`config.mk`:
```
export PLATFORM = sky130hd
export DESIGN_NAME = at_link_word_framer_flat
export DESIGN_NICKNAME = d
export VERILOG_FILES = /design/src/sv/alwf_pkg.sv /design/src/sv/alwf_if.sv /design/src/sv/alwf_rx_parser.sv /design/src/sv/at_link_word_framer.sv /design/src/flat_wrapper.sv
export SDC_FILE = /design/constraint.sdc
export NUM_CORES = 1
export LEC_CHECK = 0
export BUFFER_PORTS_ARGS = -buffer_cell sky130_fd_sc_hd__buf_4
export CORE_ASPECT_RATIO = 1.75
export CORE_MARGIN = 3
export CORE_UTILIZATION = 23
export CTS_BUF_LIST = sky130_fd_sc_hd__clkbuf_4
export DETAILED_ROUTE_END_ITERATION = 8
export SLEW_MARGIN = 20
export SYNTH_ARGS = -nofsm -noshare
export SYNTH_HDL_FRONTEND = slang
export SYNTH_SLANG_ARGS = --single-unit
```
`constraint.sdc`:
```
create_clock -name clk -period 3.7 [get_ports clk]
set_input_delay 0.37 -clock clk [delete_from_list [all_inputs] [get_ports clk]]
set_output_delay 0.37 -clock clk [all_outputs]
set_load 0.05 [all_outputs]
```
`src/sv/alwf_pkg.sv`:
```
package alwf_pkg;

  // Ring geometry. Widths below follow from the depth.
  localparam int RING_DEPTH = 8;
  localparam int RING_AW    = (RING_DEPTH > 1) ? $clog2(RING_DEPTH) : 1;
  localparam int FILL_W     = $clog2(RING_DEPTH + 1);

  // Width of the queue occupancy fields on the result channel.
  localparam int QUEUED_W = 4;

  // Fixed command prefix sent before every word: "AT+CIPSEND=0,2" CR LF.
  localparam int PREFIX_LEN   = 16;
  localparam int PREFIX_IDX_W = 4;
  localparam int PREFIX_POS_W = 5;

  // Receive framing.
  localparam int SKIP_COUNT = 6;
  localparam int SKIP_W     = 3;
  localparam int LEN_W      = 4;
  localparam int MAX_LEN    = 8;

  typedef logic [7:0]  byte_t;
  typedef logic [15:0] word_t;
  typedef logic [RING_AW-1:0]      ring_ptr_t;
  typedef logic [FILL_W-1:0]       fill_t;
  typedef logic [QUEUED_W-1:0]     queued_t;
  typedef logic [PREFIX_POS_W-1:0] prefix_pos_t;
  typedef logic [SKIP_W-1:0]       skip_t;
  typedef logic [LEN_W-1:0]        len_t;

  typedef enum logic [1:0] {
    CMD_RX_BYTE = 2'd0,
    CMD_TX_TICK = 2'd1,
    CMD_ENQUEUE = 2'd2,
    CMD_DEQUEUE = 2'd3
  } cmd_t;

  localparam byte_t CHAR_PLUS   = 8'h2B;
  localparam byte_t CHAR_PROMPT = 8'h3E;
  localparam byte_t DIGIT_ZERO  = 8'h30;

  localparam byte_t PREFIX_TEXT [PREFIX_LEN] = '{
    8'h41, 8'h54, 8'h2B, 8'h43, 8'h49, 8'h50, 8'h53, 8'h45,
    8'h4E, 8'h44, 8'h3D, 8'h30, 8'h2C, 8'h32, 8'h0D, 8'h0A
  };

  // What the receive parser reports for one received byte.
  typedef struct packed {
    logic  word_push;
    word_t word;
    logic  permit_set;
  } rxp_evt_t;

  // One result transaction.
  typedef struct packed {
    logic    tx_valid;
    byte_t   tx_byte;
    logic    tx_idle;
    word_t   rx_word;
    logic    rx_word_valid;
    queued_t rx_queued;
    queued_t tx_queued;
    logic    send_permitted;
  } result_t;

  // Index of the oldest entry of a ring, given its write pointer and fill.
  function automatic ring_ptr_t ring_oldest(ring_ptr_t wpos, fill_t fill);
    logic [FILL_W:0] sum;
    sum = (FILL_W+1)'(wpos) + (FILL_W+1)'(RING_DEPTH) - (FILL_W+1)'(fill);
    if (sum >= (FILL_W+1)'(RING_DEPTH)) begin
      sum = sum - (FILL_W+1)'(RING_DEPTH);
    end
    return sum[RING_AW-1:0];
  endfunction

  function automatic ring_ptr_t ring_next(ring_ptr_t wpos);
    ring_ptr_t nxt;
    if (wpos == RING_AW'(RING_DEPTH - 1)) begin
      nxt = '0;
    end else begin
      nxt = wpos + 1'b1;
    end
    return nxt;
  endfunction

endpackage

```
`src/sv/alwf_if.sv`:
```
interface alwf_in_if import alwf_pkg::*; ();
  logic  valid;
  logic  ready;
  cmd_t  command;
  byte_t rx_byte;
  word_t send_word;

  modport source (output valid, command, rx_byte, send_word, input ready);
  modport sink   (input valid, command, rx_byte, send_word, output ready);
endinterface

interface alwf_out_if import alwf_pkg::*; ();
  logic    valid;
  logic    ready;
  logic    tx_valid;
  byte_t   tx_byte;
  logic    tx_idle;
  word_t   rx_word;
  logic    rx_word_valid;
  queued_t rx_queued;
  queued_t tx_queued;
  logic    send_permitted;

  modport source (output valid, tx_valid, tx_byte, tx_idle, rx_word, rx_word_valid,
                  rx_queued, tx_queued, send_permitted, input ready);
  modport sink   (input valid, tx_valid, tx_byte, tx_idle, rx_word, rx_word_valid,
                  rx_queued, tx_queued, send_permitted, output ready);
endinterface

```
`src/sv/alwf_rx_parser.sv`:
```
module alwf_rx_parser import alwf_pkg::*; (
  input  logic     clk,
  input  logic     rst_n,
  input  logic     byte_en,
  input  byte_t    rx_byte,
  output rxp_evt_t evt
);

  typedef enum logic [5:0] {
    PH_IDLE = 6'b000001,
    PH_SKIP = 6'b000010,
    PH_LEN  = 6'b000100,
    PH_GAP  = 6'b001000,
    PH_HIGH = 6'b010000,
    PH_LOW  = 6'b100000
  } phase_t;

  phase_t phase_r, phase_nxt;
  skip_t  skip_r, skip_nxt;
  len_t   left_r, left_nxt;
  byte_t  high_r, high_nxt;
  byte_t  digit;

  always_comb begin
    phase_nxt = phase_r;
    skip_nxt  = skip_r;
    left_nxt  = left_r;
    high_nxt  = high_r;
    evt       = '0;
    digit     = rx_byte - DIGIT_ZERO;
    if (byte_en) begin
      unique case (phase_r)
        PH_IDLE: begin
          if (rx_byte == CHAR_PLUS) begin
            skip_nxt  = SKIP_W'(SKIP_COUNT);
            phase_nxt = PH_SKIP;
          end else if (rx_byte == CHAR_PROMPT) begin
            evt.permit_set = 1'b1;
          end
        end
        PH_SKIP: begin
          skip_nxt = skip_r - 1'b1;
          if (skip_nxt == '0) begin
            phase_nxt = PH_LEN;
          end
        end
        PH_LEN: begin
          priority if (rx_byte < DIGIT_ZERO) begin
            left_nxt = '0;
          end else if (digit > byte_t'(MAX_LEN)) begin
            left_nxt = LEN_W'(MAX_LEN);
          end else begin
            left_nxt = digit[LEN_W-1:0];
          end
          phase_nxt = PH_GAP;
        end
        PH_GAP: begin
          phase_nxt = PH_HIGH;
        end
        PH_HIGH: begin
          high_nxt  = rx_byte;
          phase_nxt = PH_LOW;
        end
        PH_LOW: begin
          evt.word_push = 1'b1;
          evt.word      = {high_r, rx_byte};
          if (left_r <= LEN_W'(2)) begin
            left_nxt  = '0;
            phase_nxt = PH_IDLE;
          end else begin
            left_nxt  = left_r - LEN_W'(2);
            phase_nxt = PH_HIGH;
          end
        end
        default: begin
          phase_nxt = PH_IDLE;
        end
      endcase
    end
  end

  always_ff @(posedge clk) begin
    if (!rst_n) begin
      phase_r <= PH_IDLE;
      skip_r  <= '0;
      left_r  <= '0;
      high_r  <= '0;
    end else begin
      phase_r <= phase_nxt;
      skip_r  <= skip_nxt;
      left_r  <= left_nxt;
      high_r  <= high_nxt;
    end
  end

endmodule

```
`src/sv/at_link_word_framer.sv`:
```
// Word framer for a byte link to a text-command modem. Every input transaction
// carries one command: a byte received from the modem, a transmitter-ready
// tick, a 16-bit word to queue for sending, or a request to dequeue a received
// word. Every input transaction yields exactly one result transaction, in
// order, holding the byte to transmit (if any), the dequeued word (if any),
// the occupancy of both eight-word rings after the command and the send
// permit. Received frames start at '+', skip six bytes, take one ASCII length
// digit (clamped to 0..8), skip one more byte and then pack high/low byte
// pairs into the receive ring; a '>' outside a frame grants the send permit.
// Each ready tick with words queued sends one byte of the fixed prefix
// "AT+CIPSEND=0,2" CR LF; once the prefix is out and the permit is held, the
// oldest queued word goes out low byte first, after which it is removed, the
// permit is dropped and the prefix starts again. Both rings overwrite their
// oldest word when full. Throughput is one transaction per clock while input
// ready is high: all the work for a command is done in a single pass between
// the state registers and the result register (or the skid register while
// the port is stalled). A two-entry result buffer (result register plus skid
// register) lets the block keep accepting input while one result waits to be
// taken; input ready drops only while both entries are occupied. There is no
// clearing pass after reset: the block is ready as soon as reset is released.
module at_link_word_framer import alwf_pkg::*; (
  input  logic       clk,
  input  logic       rst_n,
  alwf_in_if.sink    in_item,
  alwf_out_if.source out_item
);

  // Receive parser.
  rxp_evt_t evt;
  logic     in_acc;
  logic     byte_en;

  assign in_acc  = in_item.valid && in_item.ready;
  assign byte_en = in_acc && (in_item.command == CMD_RX_BYTE);

  alwf_rx_parser u_rx_parser (
    .clk     (clk),
    .rst_n   (rst_n),
    .byte_en (byte_en),
    .rx_byte (in_item.rx_byte),
    .evt     (evt)
  );

  // Ring storage. Entries are only read inside the filled span, so they need
  // no reset.
  word_t rx_ring_r [RING_DEPTH];
  word_t tx_ring_r [RING_DEPTH];

  ring_ptr_t   rx_wpos_r, rx_wpos_nxt;
  fill_t       rx_fill_r, rx_fill_nxt;
  ring_ptr_t   tx_wpos_r, tx_wpos_nxt;
  fill_t       tx_fill_r, tx_fill_nxt;
  prefix_pos_t prefix_pos_r, prefix_pos_nxt;
  logic        byte_sel_r, byte_sel_nxt;
  logic        permit_r, permit_nxt;

  word_t   tx_head;
  word_t   rx_head;
  result_t res;

  assign tx_head = tx_ring_r[ring_oldest(tx_wpos_r, tx_fill_r)];
  assign rx_head = rx_ring_r[ring_oldest(rx_wpos_r, rx_fill_r)];

  always_comb begin
    rx_wpos_nxt    = rx_wpos_r;
    rx_fill_nxt    = rx_fill_r;
    tx_wpos_nxt    = tx_wpos_r;
    tx_fill_nxt    = tx_fill_r;
    prefix_pos_nxt = prefix_pos_r;
    byte_sel_nxt   = byte_sel_r;
    permit_nxt     = permit_r;
    res            = '0;
    if (in_acc) begin
      unique case (in_item.command)
        CMD_RX_BYTE: begin
          if (evt.word_push) begin
            rx_wpos_nxt = ring_next(rx_wpos_r);
            if (rx_fill_r < FILL_W'(RING_DEPTH)) begin
              rx_fill_nxt = rx_fill_r + 1'b1;
            end
          end
          if (evt.permit_set) begin
            permit_nxt = 1'b1;
          end
        end
        CMD_TX_TICK: begin
          priority if (tx_fill_r == '0) begin
            res.tx_idle = 1'b1;
          end else if (prefix_pos_r < PREFIX_POS_W'(PREFIX_LEN)) begin
            res.tx_valid   = 1'b1;
            res.tx_byte    = PREFIX_TEXT[prefix_pos_r[PREFIX_IDX_W-1:0]];
            prefix_pos_nxt = prefix_pos_r + 1'b1;
          end else if (permit_r) begin
            // Low byte first; the word leaves the ring after its high byte.
            res.tx_valid = 1'b1;
            res.tx_byte  = byte_sel_r ? tx_head[15:8] : tx_head[7:0];
            byte_sel_nxt = !byte_sel_r;
            if (byte_sel_r) begin
              tx_fill_nxt    = tx_fill_r - 1'b1;
              permit_nxt     = 1'b0;
              prefix_pos_nxt = '0;
            end
          end
        end
        CMD_ENQUEUE: begin
          tx_wpos_nxt = ring_next(tx_wpos_r);
          if (tx_fill_r < FILL_W'(RING_DEPTH)) begin
            tx_fill_nxt = tx_fill_r + 1'b1;
          end
        end
        CMD_DEQUEUE: begin
          if (rx_fill_r != '0) begin
            res.rx_word       = rx_head;
            res.rx_word_valid = 1'b1;
            rx_fill_nxt       = rx_fill_r - 1'b1;
          end
        end
        default: begin
        end
      endcase
    end
    res.rx_queued      = QUEUED_W'(rx_fill_nxt);
    res.tx_queued      = QUEUED_W'(tx_fill_nxt);
    res.send_permitted = permit_nxt;
  end

  always_ff @(posedge clk) begin
    if (evt.word_push) begin
      rx_ring_r[rx_wpos_r] <= evt.word;
    end
    if (in_acc && (in_item.command == CMD_ENQUEUE)) begin
      tx_ring_r[tx_wpos_r] <= in_item.send_word;
    end
  end

  always_ff @(posedge clk) begin
    if (!rst_n) begin
      rx_wpos_r    <= '0;
      rx_fill_r    <= '0;
      tx_wpos_r    <= '0;
      tx_fill_r    <= '0;
      prefix_pos_r <= '0;
      byte_sel_r   <= 1'b0;
      permit_r     <= 1'b0;
    end else begin
      rx_wpos_r    <= rx_wpos_nxt;
      rx_fill_r    <= rx_fill_nxt;
      tx_wpos_r    <= tx_wpos_nxt;
      tx_fill_r    <= tx_fill_nxt;
      prefix_pos_r <= prefix_pos_nxt;
      byte_sel_r   <= byte_sel_nxt;
      permit_r     <= permit_nxt;
    end
  end

  // Result buffer: the result register faces the port; the skid register
  // catches a result produced while the port is stalled.
  result_t out_r, out_nxt;
  result_t skid_r, skid_nxt;
  logic    out_vld_r, out_vld_nxt;
  logic    skid_vld_r, skid_vld_nxt;
  logic    out_pop;

  assign out_pop       = out_vld_r && out_item.ready;
  assign in_item.ready = !skid_vld_r;

  always_comb begin
    out_nxt      = out_r;
    skid_nxt     = skid_r;
    out_vld_nxt  = out_vld_r;
    skid_vld_nxt = skid_vld_r;
    if (skid_vld_r) begin
      if (out_pop) begin
        out_nxt      = skid_r;
        skid_vld_nxt = 1'b0;
      end
    end else if (in_acc) begin
      if (!out_vld_r || out_pop) begin
        out_nxt     = res;
        out_vld_nxt = 1'b1;
      end else begin
        skid_nxt     = res;
        skid_vld_nxt = 1'b1;
      end
    end else if (out_pop) begin
      out_vld_nxt = 1'b0;
    end
  end

  always_ff @(posedge clk) begin
    out_r  <= out_nxt;
    skid_r <= skid_nxt;
  end

  always_ff @(posedge clk) begin
    if (!rst_n) begin
      out_vld_r  <= 1'b0;
      skid_vld_r <= 1'b0;
    end else begin
      out_vld_r  <= out_vld_nxt;
      skid_vld_r <= skid_vld_nxt;
    end
  end

  assign out_item.valid          = out_vld_r;
  assign out_item.tx_valid       = out_r.tx_valid;
  assign out_item.tx_byte        = out_r.tx_byte;
  assign out_item.tx_idle        = out_r.tx_idle;
  assign out_item.rx_word        = out_r.rx_word;
  assign out_item.rx_word_valid  = out_r.rx_word_valid;
  assign out_item.rx_queued      = out_r.rx_queued;
  assign out_item.tx_queued      = out_r.tx_queued;
  assign out_item.send_permitted = out_r.send_permitted;

  // The skid register is only ever filled behind a held result.
  a_skid_behind_out: assert property (@(posedge clk) disable iff (!rst_n)
    skid_vld_r |-> out_vld_r)
    else $error("skid entry held without a result in the output register");

  // Neither ring may report more words than it holds.
  a_fill_bound: assert property (@(posedge clk) disable iff (!rst_n)
    (rx_fill_r <= FILL_W'(RING_DEPTH)) && (tx_fill_r <= FILL_W'(RING_DEPTH)))
    else $error("ring fill count beyond ring depth");

  // Halfway through a word the prefix is complete, the permit is held and the
  // word is still queued.
  a_word_half_sent: assert property (@(posedge clk) disable iff (!rst_n)
    byte_sel_r |-> (prefix_pos_r == PREFIX_POS_W'(PREFIX_LEN)) && permit_r
                   && (tx_fill_r != '0))
    else $error("word send in progress without prefix, permit or queued word");

  // Finishing a word restarts the prefix and withdraws the permit.
  a_word_done: assert property (@(posedge clk) disable iff (!rst_n)
    (in_acc && (in_item.command == CMD_TX_TICK) && byte_sel_r && (tx_fill_r != '0))
    |=> (prefix_pos_r == '0) && !permit_r && !byte_sel_r)
    else $error("prefix or permit not reset after a word was sent");

endmodule
```
`src/flat_wrapper.sv`:
```
// flat-port wrapper written by rule: the top's interface ports become plain ports
module at_link_word_framer_flat import alwf_pkg::*;
  (clk, rst_n, in_item_valid, in_item_command, in_item_rx_byte, in_item_send_word, in_item_ready, out_item_valid, out_item_tx_valid, out_item_tx_byte, out_item_tx_idle, out_item_rx_word, out_item_rx_word_valid, out_item_rx_queued, out_item_tx_queued, out_item_send_permitted, out_item_ready);
  alwf_in_if in_item_i ();
  alwf_out_if out_item_i ();
  input  logic clk;
  input  logic rst_n;
  input wire logic [$bits(in_item_i.valid)-1:0] in_item_valid;
  input wire logic [$bits(in_item_i.command)-1:0] in_item_command;
  input wire logic [$bits(in_item_i.rx_byte)-1:0] in_item_rx_byte;
  input wire logic [$bits(in_item_i.send_word)-1:0] in_item_send_word;
  output wire logic [$bits(in_item_i.ready)-1:0] in_item_ready;
  output wire logic [$bits(out_item_i.valid)-1:0] out_item_valid;
  output wire logic [$bits(out_item_i.tx_valid)-1:0] out_item_tx_valid;
  output wire logic [$bits(out_item_i.tx_byte)-1:0] out_item_tx_byte;
  output wire logic [$bits(out_item_i.tx_idle)-1:0] out_item_tx_idle;
  output wire logic [$bits(out_item_i.rx_word)-1:0] out_item_rx_word;
  output wire logic [$bits(out_item_i.rx_word_valid)-1:0] out_item_rx_word_valid;
  output wire logic [$bits(out_item_i.rx_queued)-1:0] out_item_rx_queued;
  output wire logic [$bits(out_item_i.tx_queued)-1:0] out_item_tx_queued;
  output wire logic [$bits(out_item_i.send_permitted)-1:0] out_item_send_permitted;
  input wire logic [$bits(out_item_i.ready)-1:0] out_item_ready;
  assign in_item_i.valid = in_item_valid;
  assign in_item_i.command = in_item_command;
  assign in_item_i.rx_byte = in_item_rx_byte;
  assign in_item_i.send_word = in_item_send_word;
  assign in_item_ready = in_item_i.ready;
  assign out_item_valid = out_item_i.valid;
  assign out_item_tx_valid = out_item_i.tx_valid;
  assign out_item_tx_byte = out_item_i.tx_byte;
  assign out_item_tx_idle = out_item_i.tx_idle;
  assign out_item_rx_word = out_item_i.rx_word;
  assign out_item_rx_word_valid = out_item_i.rx_word_valid;
  assign out_item_rx_queued = out_item_i.rx_queued;
  assign out_item_tx_queued = out_item_i.tx_queued;
  assign out_item_send_permitted = out_item_i.send_permitted;
  assign out_item_i.ready = out_item_ready;
  at_link_word_framer u_core (.clk(clk), .rst_n(rst_n), .in_item(in_item_i), .out_item(out_item_i));
endmodule
```
==> results.sh, run 1 <==
export IMPL_cp_slowest_stage_delay_ns=0.82
export IMPL_finalCritPeriodShare_pct=89.6
export IMPL_netlist_area_um2=15700
export IMPL_synthCells=986
export IMPL_vdd_ir_drop_max_uv=228
export IMPL_critPathSlowestCell="fa_2"
export IMPL_synth_main_ff_cell="edfxtp_1"
export IMPL_grt_pass1_vias=9708
export IMPL_path_clk_slew_ns=0.08
export IMPL_cp_required_ns=4.22
export IMPL_ys_types=72
export IMPL_dr_total_vias=9264
export IMPL_critPathLaunchType="flip-flop"
export IMPL_tns_ns=0
export IMPL_grtUsageTotal_pct=10.4
export IMPL_drt_iter0_drc=499
export IMPL_startpoint="u_core.tx_wpos_r[0]$_SDFFE_PN0P_"
export IMPL_routedWlPerCell_um=17.5
export IMPL_status="complete, no violations"
export IMPL_slew_headroom_pct=37.4
export IMPL_holdCritPathClass="in2reg"
export IMPL_p_leak_nw=6.62
export IMPL_netlist_top_cells_area="edfxtp_1, mux4_2, dfxtp_1, mux2_2, ha_1"
export IMPL_grt_antenna_before_repair=1
export IMPL_crit_buf_inv=3
export IMPL_grt_pass1_wl_mm=57.0
export IMPL_h_tree_depth=3
export IMPL_fmax_mhz=302
export IMPL_cts_repair_resized=0
export IMPL_clockRootBuffer="clkbuf_4"
export IMPL_clock_power_share_pct=41.0
export IMPL_synth_top_area_share_pct=62.8
export IMPL_synth_nets=1042
export IMPL_finalClockSkew_ns=0.0780
export IMPL_crit_type="reg2reg"
export IMPL_detailed_place_area_um2=17500
export IMPL_synth_area_leader_cell="edfxtp_1"
export IMPL_routabilityCongestion=0.782
export IMPL_period_minus_slack_ns=3.31
export IMPL_rows=126
export IMPL_r2r_start="u_core.tx_wpos_r[0]$_SDFFE_PN0P_"
export IMPL_switchingPower_w=0.00200
export IMPL_coreArea_um2=67500
export IMPL_cts_tree="yes"
export IMPL_grt_max_degree=37
export IMPL_final_common_cell="edfxtp_1"
export IMPL_clockBufferDepth=3
export IMPL_finalHoldViolCount=0
export IMPL_cp_end_kind="flip-flop"
export IMPL_rsz0062_at_grt="false"
export IMPL_overflow=0
export IMPL_pwr_share_comb_pct=5.4
export IMPL_vias_per_cell=4.33
export IMPL_clk_latency_ns=0.81
export IMPL_finalWirelength_mm=37.4
export IMPL_place_inst=1937
export IMPL_drive_gt1_share_pct=30.5
export IMPL_syn2layout_area_growth_pct=21.1
export IMPL_yosys_warnings=0
export IMPL_path_cells="inv_1 > ha_1 > inv_1 > fa_2 > buf_12 > mux4_2 > mux2_2 > nand3_1 > a31oi_1 > mux2_2"
export IMPL_setup_violations_final=0
export IMPL_design_area_um2=19000
export IMPL_die_area_um2=71500
export IMPL_dr_pass1_iters=5
export IMPL_worstHoldStart="in_item_valid"
export IMPL_async_flop_share_pct=0
export IMPL_max_cap_viol_count=0
export IMPL_ios=68
export IMPL_r2r_slack_ns=0.39
export IMPL_crit_fanout=22
export IMPL_ys_ff_latch=372
export IMPL_synth_edff_count=328
export IMPL_io_buffers=67
export IMPL_worst_pin_slew_ns=0.939
export IMPL_final_cell_mix="edfxtp_1, clkbuf_4, buf_4"
export IMPL_power_density_nw_per_um2=454
export IMPL_drcViolationCount=0
export IMPL_dieHeight_um=351
export IMPL_p_seq_share_pct=53.5
export IMPL_cts_made_buffers=93
export IMPL_drv_slew=0
export IMPL_seq_area_frac_synth_pct=68.4
export IMPL_cts_sinks=372
export IMPL_die_w_um=203
export IMPL_p_int_w=0.00662
export IMPL_dp_hpwl_mm=25.0
export IMPL_crit_family="multiplexers"
export IMPL_avgSynthCellArea_um2=15.9
export IMPL_arrival_ns=3.83
export IMPL_nets=1220
export IMPL_hold_slack_ns=0.251
export IMPL_netSwitchingFraction_pct=23.2
export IMPL_drtAntennaViolNets=0
export IMPL_layout_cells_non_filler=2140
export IMPL_initial_core_util_pct=23.2
[final timing paths]
| check | to | depth (start not counted) |
|---|---|---|
| max | u_core.out_item.tx_byte[4]$_DFFE_PP_ | 10 |
| min | u_core.tx_wpos_r[1]$_SDFFE_PN0P_ | 5 |
| max reg2reg | u_core.out_item.tx_byte[4]$_DFFE_PP_ | 10 |
| min reg2reg | u_core.u_rx_parser.high_r[3]$_SDFFE_PN0P_ | 2 |
[layer usage]
layer	share of wire [%]	track usage (%)	wire length, µm	vias to the layer above
li1	-	-	-	4273
met1	38	11.3	14200	4659
met2	54	19.4	20200	262
met3	5.4	2.46	2030	70
met4	2.7	4.29	1020	0
met5	0	0	0	-
[power by group through the flow]
stage	clock network, W	registers [W]	logic, W
floorplan	0	0.00480	0.000175
global placement	0	0.00471	0.000445
detailed placement	0	0.00471	0.000452
CTS	0.00370	0.00462	0.000478
global route	0.00390	0.00462	0.000501
finish	0.00354	0.00461	0.000469
[synth_stat cells (9+ instances only)]
library cell / number
nor3_1: 16
o21ai_0: 19
mux2_2: 34
a21oi_1: 42
mux4_2: 63
nand2_1: 72
and2_1: 10
buf_2: 9
dfxtp_1: 44
edfxtp_1: 328
a211oi_1: 11
nor2_1: 58
clkbuf_1: 32
and3_1: 21
nor3b_1: 9
mux2i_1: 26
nand3_1: 14
inv_1: 34
ha_1: 24
[final cells by class]
cell class              count  area, µm²
clock inverters            42        260
diodes                      3       7.51
clock buffers             130        976
inverters                  36        135
flip-flops and latches    372      10700
repair buffers            133       1110
multi-input cells         528       4650
fillers                  6922      48500
well taps                 896       1120
[worst reg2reg max path, stage by stage (launching register included)]
cell and delay (ns):
dfxtp_1 0.42, inv_1 0.10, ha_1 0.14, inv_1 0.05, fa_2 0.82, buf_12 0.27
mux4_2 0.53, mux2_2 0.27, nand3_1 0.09, a31oi_1 0.10, mux2_2 0.27
[cell families after synthesis]
logic type | Yosys count | share of synthesized area (%)
adder cells (fa/ha/maj) | 26 | 2.17
buffers and inverters | 86 | 2.37
multiplexers | 123 | 13.2
flip-flops | 372 | 68.4
AO/OA/AOI/OAI | 125 | 5.31
XOR/XNOR | 10 | 0.694
AND/OR/NAND/NOR | 244 | 7.88
[timing repair]
action | CTS | global route
hold buffers | 28 | 0
hold endpoints to repair | 157 | 0
buffers inserted | 0 | 0
[registers in the layout, indices dropped and copies added (netlist names)]
signal                          flops
u_core.byte_sel_r                   1
u_core.out_item.rx_queued           4
u_core.out_item.rx_word_valid       1
u_core.skid_r                      36
u_core.out_item.tx_queued           4
u_core.tx_ring_r                  128
u_core.tx_fill_r                    4
u_core.out_item.tx_valid            1
u_core.out_item.tx_idle             1
u_core.skid_vld_r                   1
u_core.out_item.valid               1
u_core.rx_wpos_r                    3
u_core.out_item.send_permitted      1
u_core.out_item.rx_word            16
u_core.permit_r                     1
u_core.out_item.tx_byte             8
u_core.u_rx_parser.skip_r           3
u_core.u_rx_parser.high_r           8
u_core.u_rx_parser.left_r           4
u_core.prefix_pos_r                 5
u_core.tx_wpos_r                    3
u_core.rx_ring_r                  128
u_core.rx_fill_r                    4
u_core.u_rx_parser.phase_r          6
[stage by stage]
stage / worst slack, ns / utilization [%] / total power (W)
floorplan: 0.263 / - / 0.00498
global placement: 0.377 / 25.9 / 0.00515
detailed placement: 0.364 / 25.9 / 0.00516
CTS: 0.324 / 28.1 / 0.00879
global route: 0.186 / 28.1 / 0.00902
finish: 0.387 / 28.1 / 0.00862
(Power assumes the default switching activity.)
==> inputs of run 2 (changes only) <==
CORE_MARGIN = unset   (was 3)
SETUP_SLACK_MARGIN = 0.5   (was unset)
clock period = 3.3 ns   (was 3.7 ns; I/O delays follow)
==> run 2 against run 1 <==
Total power is 12% higher; global-route usage is 0.94 points higher; first-iteration DRC count is 14% higher; die area is 3.1% lower; clock skew is 0.027 ns lower; fmax is 11% higher; wire length is 2.5% higher; critical path depth is 1 lower; non-clock buffer count is 24 higher; clock power is 10% higher; largest cell class unchanged.
==> results.sh, run 2 (synthesized netlist as in run 1, its figures left out) <==
export IMPL_status="complete, no violations"
export IMPL_r2r_start="u_core.tx_wpos_r[0]$_SDFFE_PN0P_"
export IMPL_die_w_um=199
export IMPL_design_area_um2=19300
export IMPL_dr_total_vias=9387
export IMPL_crit_buf_inv=3
export IMPL_drtAntennaViolNets=0
export IMPL_routedWlPerCell_um=17.8
export IMPL_final_common_cell="edfxtp_1"
export IMPL_cts_sinks=372
export IMPL_drt_iter0_drc=571
export IMPL_whs_path_depth=5
export IMPL_coreArea_um2=67500
export IMPL_vias_per_cell=4.34
export IMPL_detailed_place_area_um2=17600
export IMPL_io_buffers=67
export IMPL_finalCritPeriodShare_pct=90.3
export IMPL_overflow=0
export IMPL_ios=68
export IMPL_path_common_cell="mux4_2"
export IMPL_final_cell_mix="edfxtp_1, buf_4, clkbuf_4"
export IMPL_min_to="u_core.tx_wpos_r[1]$_SDFFE_PN0P_"
export IMPL_grt_antenna_before_repair=5
export IMPL_r2r_slack_ns=0.32
export IMPL_cts_tree="yes"
export IMPL_rsz0062_at_grt="true"
export IMPL_tns_ns=0
export IMPL_rows=126
export IMPL_largestRegisters="u_core.rx_ring_r: 128 flops, u_core.tx_ring_r: 128 flops, u_core.skid_r: 36 flops"
export IMPL_clockRootBuffer="clkbuf_4"
export IMPL_finalClockSkew_ns=0.0515
export IMPL_holdCritPathClass="in2reg"
export IMPL_arrival_ns=3.50
export IMPL_h_tree_depth=3
export IMPL_cp_end_kind="flip-flop"
export IMPL_finalWirelength_mm=38.4
export IMPL_dieHeight_um=347
export IMPL_dp_hpwl_mm=25.5
export IMPL_fmax_mhz=336
export IMPL_drive_gt1_share_pct=33.1
export IMPL_cts_made_buffers=90
export IMPL_nets=1241
export IMPL_slew_headroom_pct=53.1
export IMPL_setup_violations_final=0
export IMPL_crit_type="reg2reg"
export IMPL_grt_max_degree=37
export IMPL_cp_slowest_stage_delay_ns=0.58
export IMPL_crit_fanout=10
export IMPL_max_cap_viol_count=0
export IMPL_drv_slew=0
export IMPL_cp_required_ns=3.82
export IMPL_initial_core_util_pct=23.2
export IMPL_grt_pass1_vias=9961
export IMPL_fill_cells=6943
export IMPL_critPathLaunchType="flip-flop"
export IMPL_fin_total_pwr_w=0.00962
export IMPL_grtUsageTotal_pct=11.4
export IMPL_worst_pin_slew_ns=0.704
export IMPL_vdd_ir_drop_max_uv=238
export IMPL_worstHoldStart="in_item_valid"
export IMPL_path_cells="inv_4 > ha_4 > inv_2 > fa_2 > buf_12 > mux4_2 > mux4_2 > and4_1 > mux2_2"
export IMPL_drcViolationCount=0
export IMPL_routabilityCongestion=0.806
export IMPL_period_minus_slack_ns=2.98
export IMPL_power_density_nw_per_um2=498
export IMPL_path_clk_slew_ns=0.07
export IMPL_p_leak_nw=6.76
export IMPL_dr_pass1_iters=5
export IMPL_clk_latency_ns=0.80
export IMPL_critPathSlowestCell="fa_2"
export IMPL_grt_pass1_wl_mm=58.8
export IMPL_r2r_end="u_core.out_item.tx_byte[7]$_DFFE_PP_"
export IMPL_clockBufferDepth=3
export IMPL_die_area_um2=69300
export IMPL_crit_family="multiplexers"
export IMPL_syn2layout_area_growth_pct=23.1
export IMPL_finalHoldViolCount=0
export IMPL_reg2regPathDepth=9
==> run 2: area by class of cell <==
class	instances	area (µm²)	share of cell area [%]
repair buffers	157	1360	7.06
diodes	5	12.5	0.0648
flip-flops and latches	372	10700	55.6
clock inverters	50	319	1.65
inverters	36	138	0.713
multi-input cells	528	4730	24.5
well taps	896	1120	5.81
clock buffers	118	886	4.59
==> run 2: layer usage <==
metal	track usage [%]	vias up	part of all wire [%]
met5	0	-	0.065
met4	5.23	4	2.7
met2	21.3	263	55
met1	11.5	4749	37
met3	2.78	75	5.2
li1	-	4296	-
==> run 2: how the worst max path moves through the flow <==
stage                                                           from                                   end  cells past startpoint
after detailed placement              u_core.tx_fill_r[0]$_SDFF_PN0_  u_core.out_item.tx_byte[6]$_DFFE_PP_                      9
after floorplan           u_core.u_rx_parser.phase_r[2]$_SDFFE_PN0P_      u_core.rx_ring_r[2][0]$_DFFE_PP_                      5
after CTS                           u_core.tx_wpos_r[0]$_SDFFE_PN0P_  u_core.out_item.tx_byte[7]$_DFFE_PP_                      9
after global routing                u_core.tx_wpos_r[0]$_SDFFE_PN0P_  u_core.out_item.tx_byte[7]$_DFFE_PP_                      9
final                               u_core.tx_wpos_r[0]$_SDFFE_PN0P_  u_core.out_item.tx_byte[7]$_DFFE_PP_                      9
after global placement                u_core.tx_fill_r[0]$_SDFF_PN0_  u_core.out_item.tx_byte[3]$_DFFE_PP_                      8
==> run 2: stage by stage <==
step | util, % | instances | setup WS (ns) | hold slack [ns]
global placement | 26.1 | 1948 | 0.240 | 0.457
floorplan | - | 986 | 0.246 | 0.429
global route | 28.6 | 2162 | 0.240 | 0.132
CTS | 28.4 | 2150 | 0.318 | 0.105
detailed placement | 26.1 | 1948 | 0.195 | 0.470
finish | 28.6 | 2162 | 0.322 | 0.173
==> run 2: power breakdown <==
part	switching, W	internal, W
logic	0.000333	0.000213
clock network	0.00194	0.00196
registers	0.0000301	0.00514
==> run 2: timing repair <==
| item | 4_1_cts | 5_1_grt |
|---|---|---|
| pin swaps | 2 | 3 |
| setup endpoints to repair | 29 | 25 |
| setup buffers | 5 | 7 |
| hold buffers | 28 | 0 |
| gates cloned | 1 | 0 |
| endpoints found under the hold margin | 167 | 0 |
| resized for setup | 8 | 15 |
==> run 2: worst register-to-register path: stages, from the launching register on <==
cell	delay (ns)
dfxtp_2	0.34
inv_4	0.05
ha_4	0.11
inv_2	0.04
fa_2	0.58
buf_12	0.14
mux4_2	0.51
mux4_2	0.46
and4_1	0.22
mux2_2	0.26
==> inputs of run 3 (changes only) <==
MAX_ROUTING_LAYER = met4   (was unset)
==> run 3 against run 2 <==
Cell count is 0.19% lower; register-to-register slack hardly changed; clock skew is 0.0074 ns lower; sequential cell count stayed put; total power is 0.15% lower; non-clock buffer count is 5 lower; utilization is 0.093 points lower; worst hold slack better by 0.013 ns; fmax is 0.37% higher; critical path depth stayed put; critical path type unchanged; largest cell class unchanged.
==> results.sh, run 3 (synthesized netlist as in run 1, its figures left out) <==
export IMPL_grt_antenna_before_repair=4
export IMPL_place_ws_ns=0.195
export IMPL_layout_cells_non_filler=2158
export IMPL_drt_iter0_drc=592
export IMPL_grt_pass1_wl_mm=58.9
export IMPL_grt_max_degree=37
export IMPL_p_leak_nw=6.73
export IMPL_finalCritPeriodShare_pct=89.9
export IMPL_use_met2_pct=21.3
export IMPL_final_cell_mix="edfxtp_1, clkbuf_4, buf_4"
export IMPL_syn2layout_area_growth_pct=22.7
export IMPL_period_minus_slack_ns=2.97
export IMPL_dr_total_vias=9358
export IMPL_arrival_ns=3.49
export IMPL_rsz0062_at_grt="true"
export IMPL_setup_violations_final=0
export IMPL_cts_sinks=372
export IMPL_grtUsageTotal_pct=11.7
export IMPL_crit_type="reg2reg"
export IMPL_dp_hpwl_mm=25.5
export IMPL_globalRouteMet1Util_pct=11.6
export IMPL_rows=126
export IMPL_finalWirelength_mm=38.3
export IMPL_path_clk_slew_ns=0.08
export IMPL_clk_latency_ns=0.80
export IMPL_drcViolationCount=0
export IMPL_ios=68
export IMPL_finalClockSkew_ns=0.0441
export IMPL_place_inst=1948
export IMPL_cp_end_kind="flip-flop"
export IMPL_max_cap_viol_count=0
export IMPL_cts_tree="yes"
export IMPL_fill_cells=6946
export IMPL_fmax_mhz=337
export IMPL_seq_area_um2=10700
export IMPL_power_density_nw_per_um2=499
export IMPL_status="complete, no violations"
export IMPL_io_buffers=67
export IMPL_slew_headroom_pct=53.5
export IMPL_cp_required_ns=3.82
export IMPL_crit_fanout=10
export IMPL_dr_pass1_iters=5
export IMPL_routedWlPerCell_um=17.8
export IMPL_vdd_ir_drop_max_uv=238
export IMPL_top_usage_layer="met2"
export IMPL_grt_pass1_vias=9920
export IMPL_overflow=0
export IMPL_largestRegisters="u_core.rx_ring_r: 128 flops, u_core.tx_ring_r: 128 flops, u_core.skid_r: 36 flops"
export IMPL_dieHeight_um=347
export IMPL_h_tree_depth=3
export IMPL_drive_gt1_share_pct=32.6
export IMPL_multiInputGateArea_um2=4710
export IMPL_vias_per_cell=4.34
export IMPL_holdCritPathClass="in2reg"
export IMPL_finalHoldViolCount=0
export IMPL_final_common_cell="edfxtp_1"
export IMPL_die_area_um2=69300
export IMPL_coreArea_um2=67500
export IMPL_met3_usage_pct=2.72
export IMPL_worst_pin_slew_ns=0.697
export IMPL_clockBufferDepth=3
export IMPL_drtAntennaViolNets=0
export IMPL_critPathLaunchType="flip-flop"
export IMPL_die_w_um=199
export IMPL_routabilityCongestion=0.818
export IMPL_cts_made_buffers=90
export IMPL_nets=1236
export IMPL_clockRootBuffer="clkbuf_4"
export IMPL_setup_ws_ns=0.333
export IMPL_drv_slew=0
export IMPL_initial_core_util_pct=23.2
export IMPL_tns_ns=0
run 3: changes by cell type in the layout (fill, tap and decap cells not counted):
cell	delta
diode_2	+1
a41oi_1	+1
buf_6	+1
a21oi_2	-2
mux2_2	+1
a21oi_1	+2
mux2_4	-1
buf_4	-5
buf_12	-1
a41oi_2	-1
run 3: area by class of cell:
type,count,area share [%]
flip-flops and latches,372,55.8
multi-input cells,528,24.5
repair buffers,152,6.85
well taps,896,5.83
clock buffers,118,4.60
clock inverters,50,1.66
inverters,36,0.715
diodes,6,0.0780
run 3: critical path: stages, from the launching register on:
cell and delay [ns]:
dfxtp_2 0.34, inv_4 0.05, ha_4 0.11, inv_2 0.04, fa_2 0.58, buf_12 0.15
mux4_2 0.51, mux4_2 0.46, and4_1 0.22, mux2_2 0.26
run 3: what timing repair did:
| item | in CTS | in global routing |
|---|---|---|
| gates cloned | 1 | 0 |
| hold buffers | 28 | 0 |
| gates resized for setup | 8 | 9 |
| endpoints found under the setup margin | 29 | 24 |
| setup buffers | 5 | 2 |
| endpoints found under the hold margin | 167 | 0 |
| pin swaps | 2 | 2 |
run 3: final timing paths:
path	startpoint	end	slack, ns	depth (start not counted)
min	in_item_valid	u_core.tx_wpos_r[1]$_SDFFE_PN0P_	0.19	5
max	u_core.tx_wpos_r[0]$_SDFFE_PN0P_	u_core.out_item.tx_byte[7]$_DFFE_PP_	0.33	9
min reg2reg	u_core.u_rx_parser.left_r[0]$_SDFFE_PN0P_	u_core.u_rx_parser.left_r[0]$_SDFFE_PN0P_	0.47	2
max reg2reg	u_core.tx_wpos_r[0]$_SDFFE_PN0P_	u_core.out_item.tx_byte[7]$_DFFE_PP_	0.33	9
run 3: power by group:
part | internal, W | switching (W) | leakage [nW]
Combinational | 0.000207 | 0.000331 | 2.59
Clock | 0.00196 | 0.00194 | 0.707
Sequential | 0.00514 | 0.0000303 | 3.43
Total | 0.00731 | 0.00230 | 6.73
run 3: layer usage:
layer	share of wire (%)	vias up	wire length, µm
li1	-	4293	-
met1	38	4734	14400
met2	55	256	21000
met3	4.7	75	1820
met4	2.9	0	1120
met5	0	-	0
run 3: stage by stage:
stage | hold slack [ns] | util [%] | total power (W) | area, µm²
floorplan | 0.429 | - | 0.00559 | 15800
global placement | 0.457 | 26.1 | 0.00578 | 17600
CTS | 0.105 | 28.4 | 0.00976 | 19200
global route | 0.144 | 28.5 | 0.0100 | 19200
finish | 0.186 | 28.5 | 0.00960 | 19200
detailed placement | 0.470 | 26.1 | 0.00579 | 17600
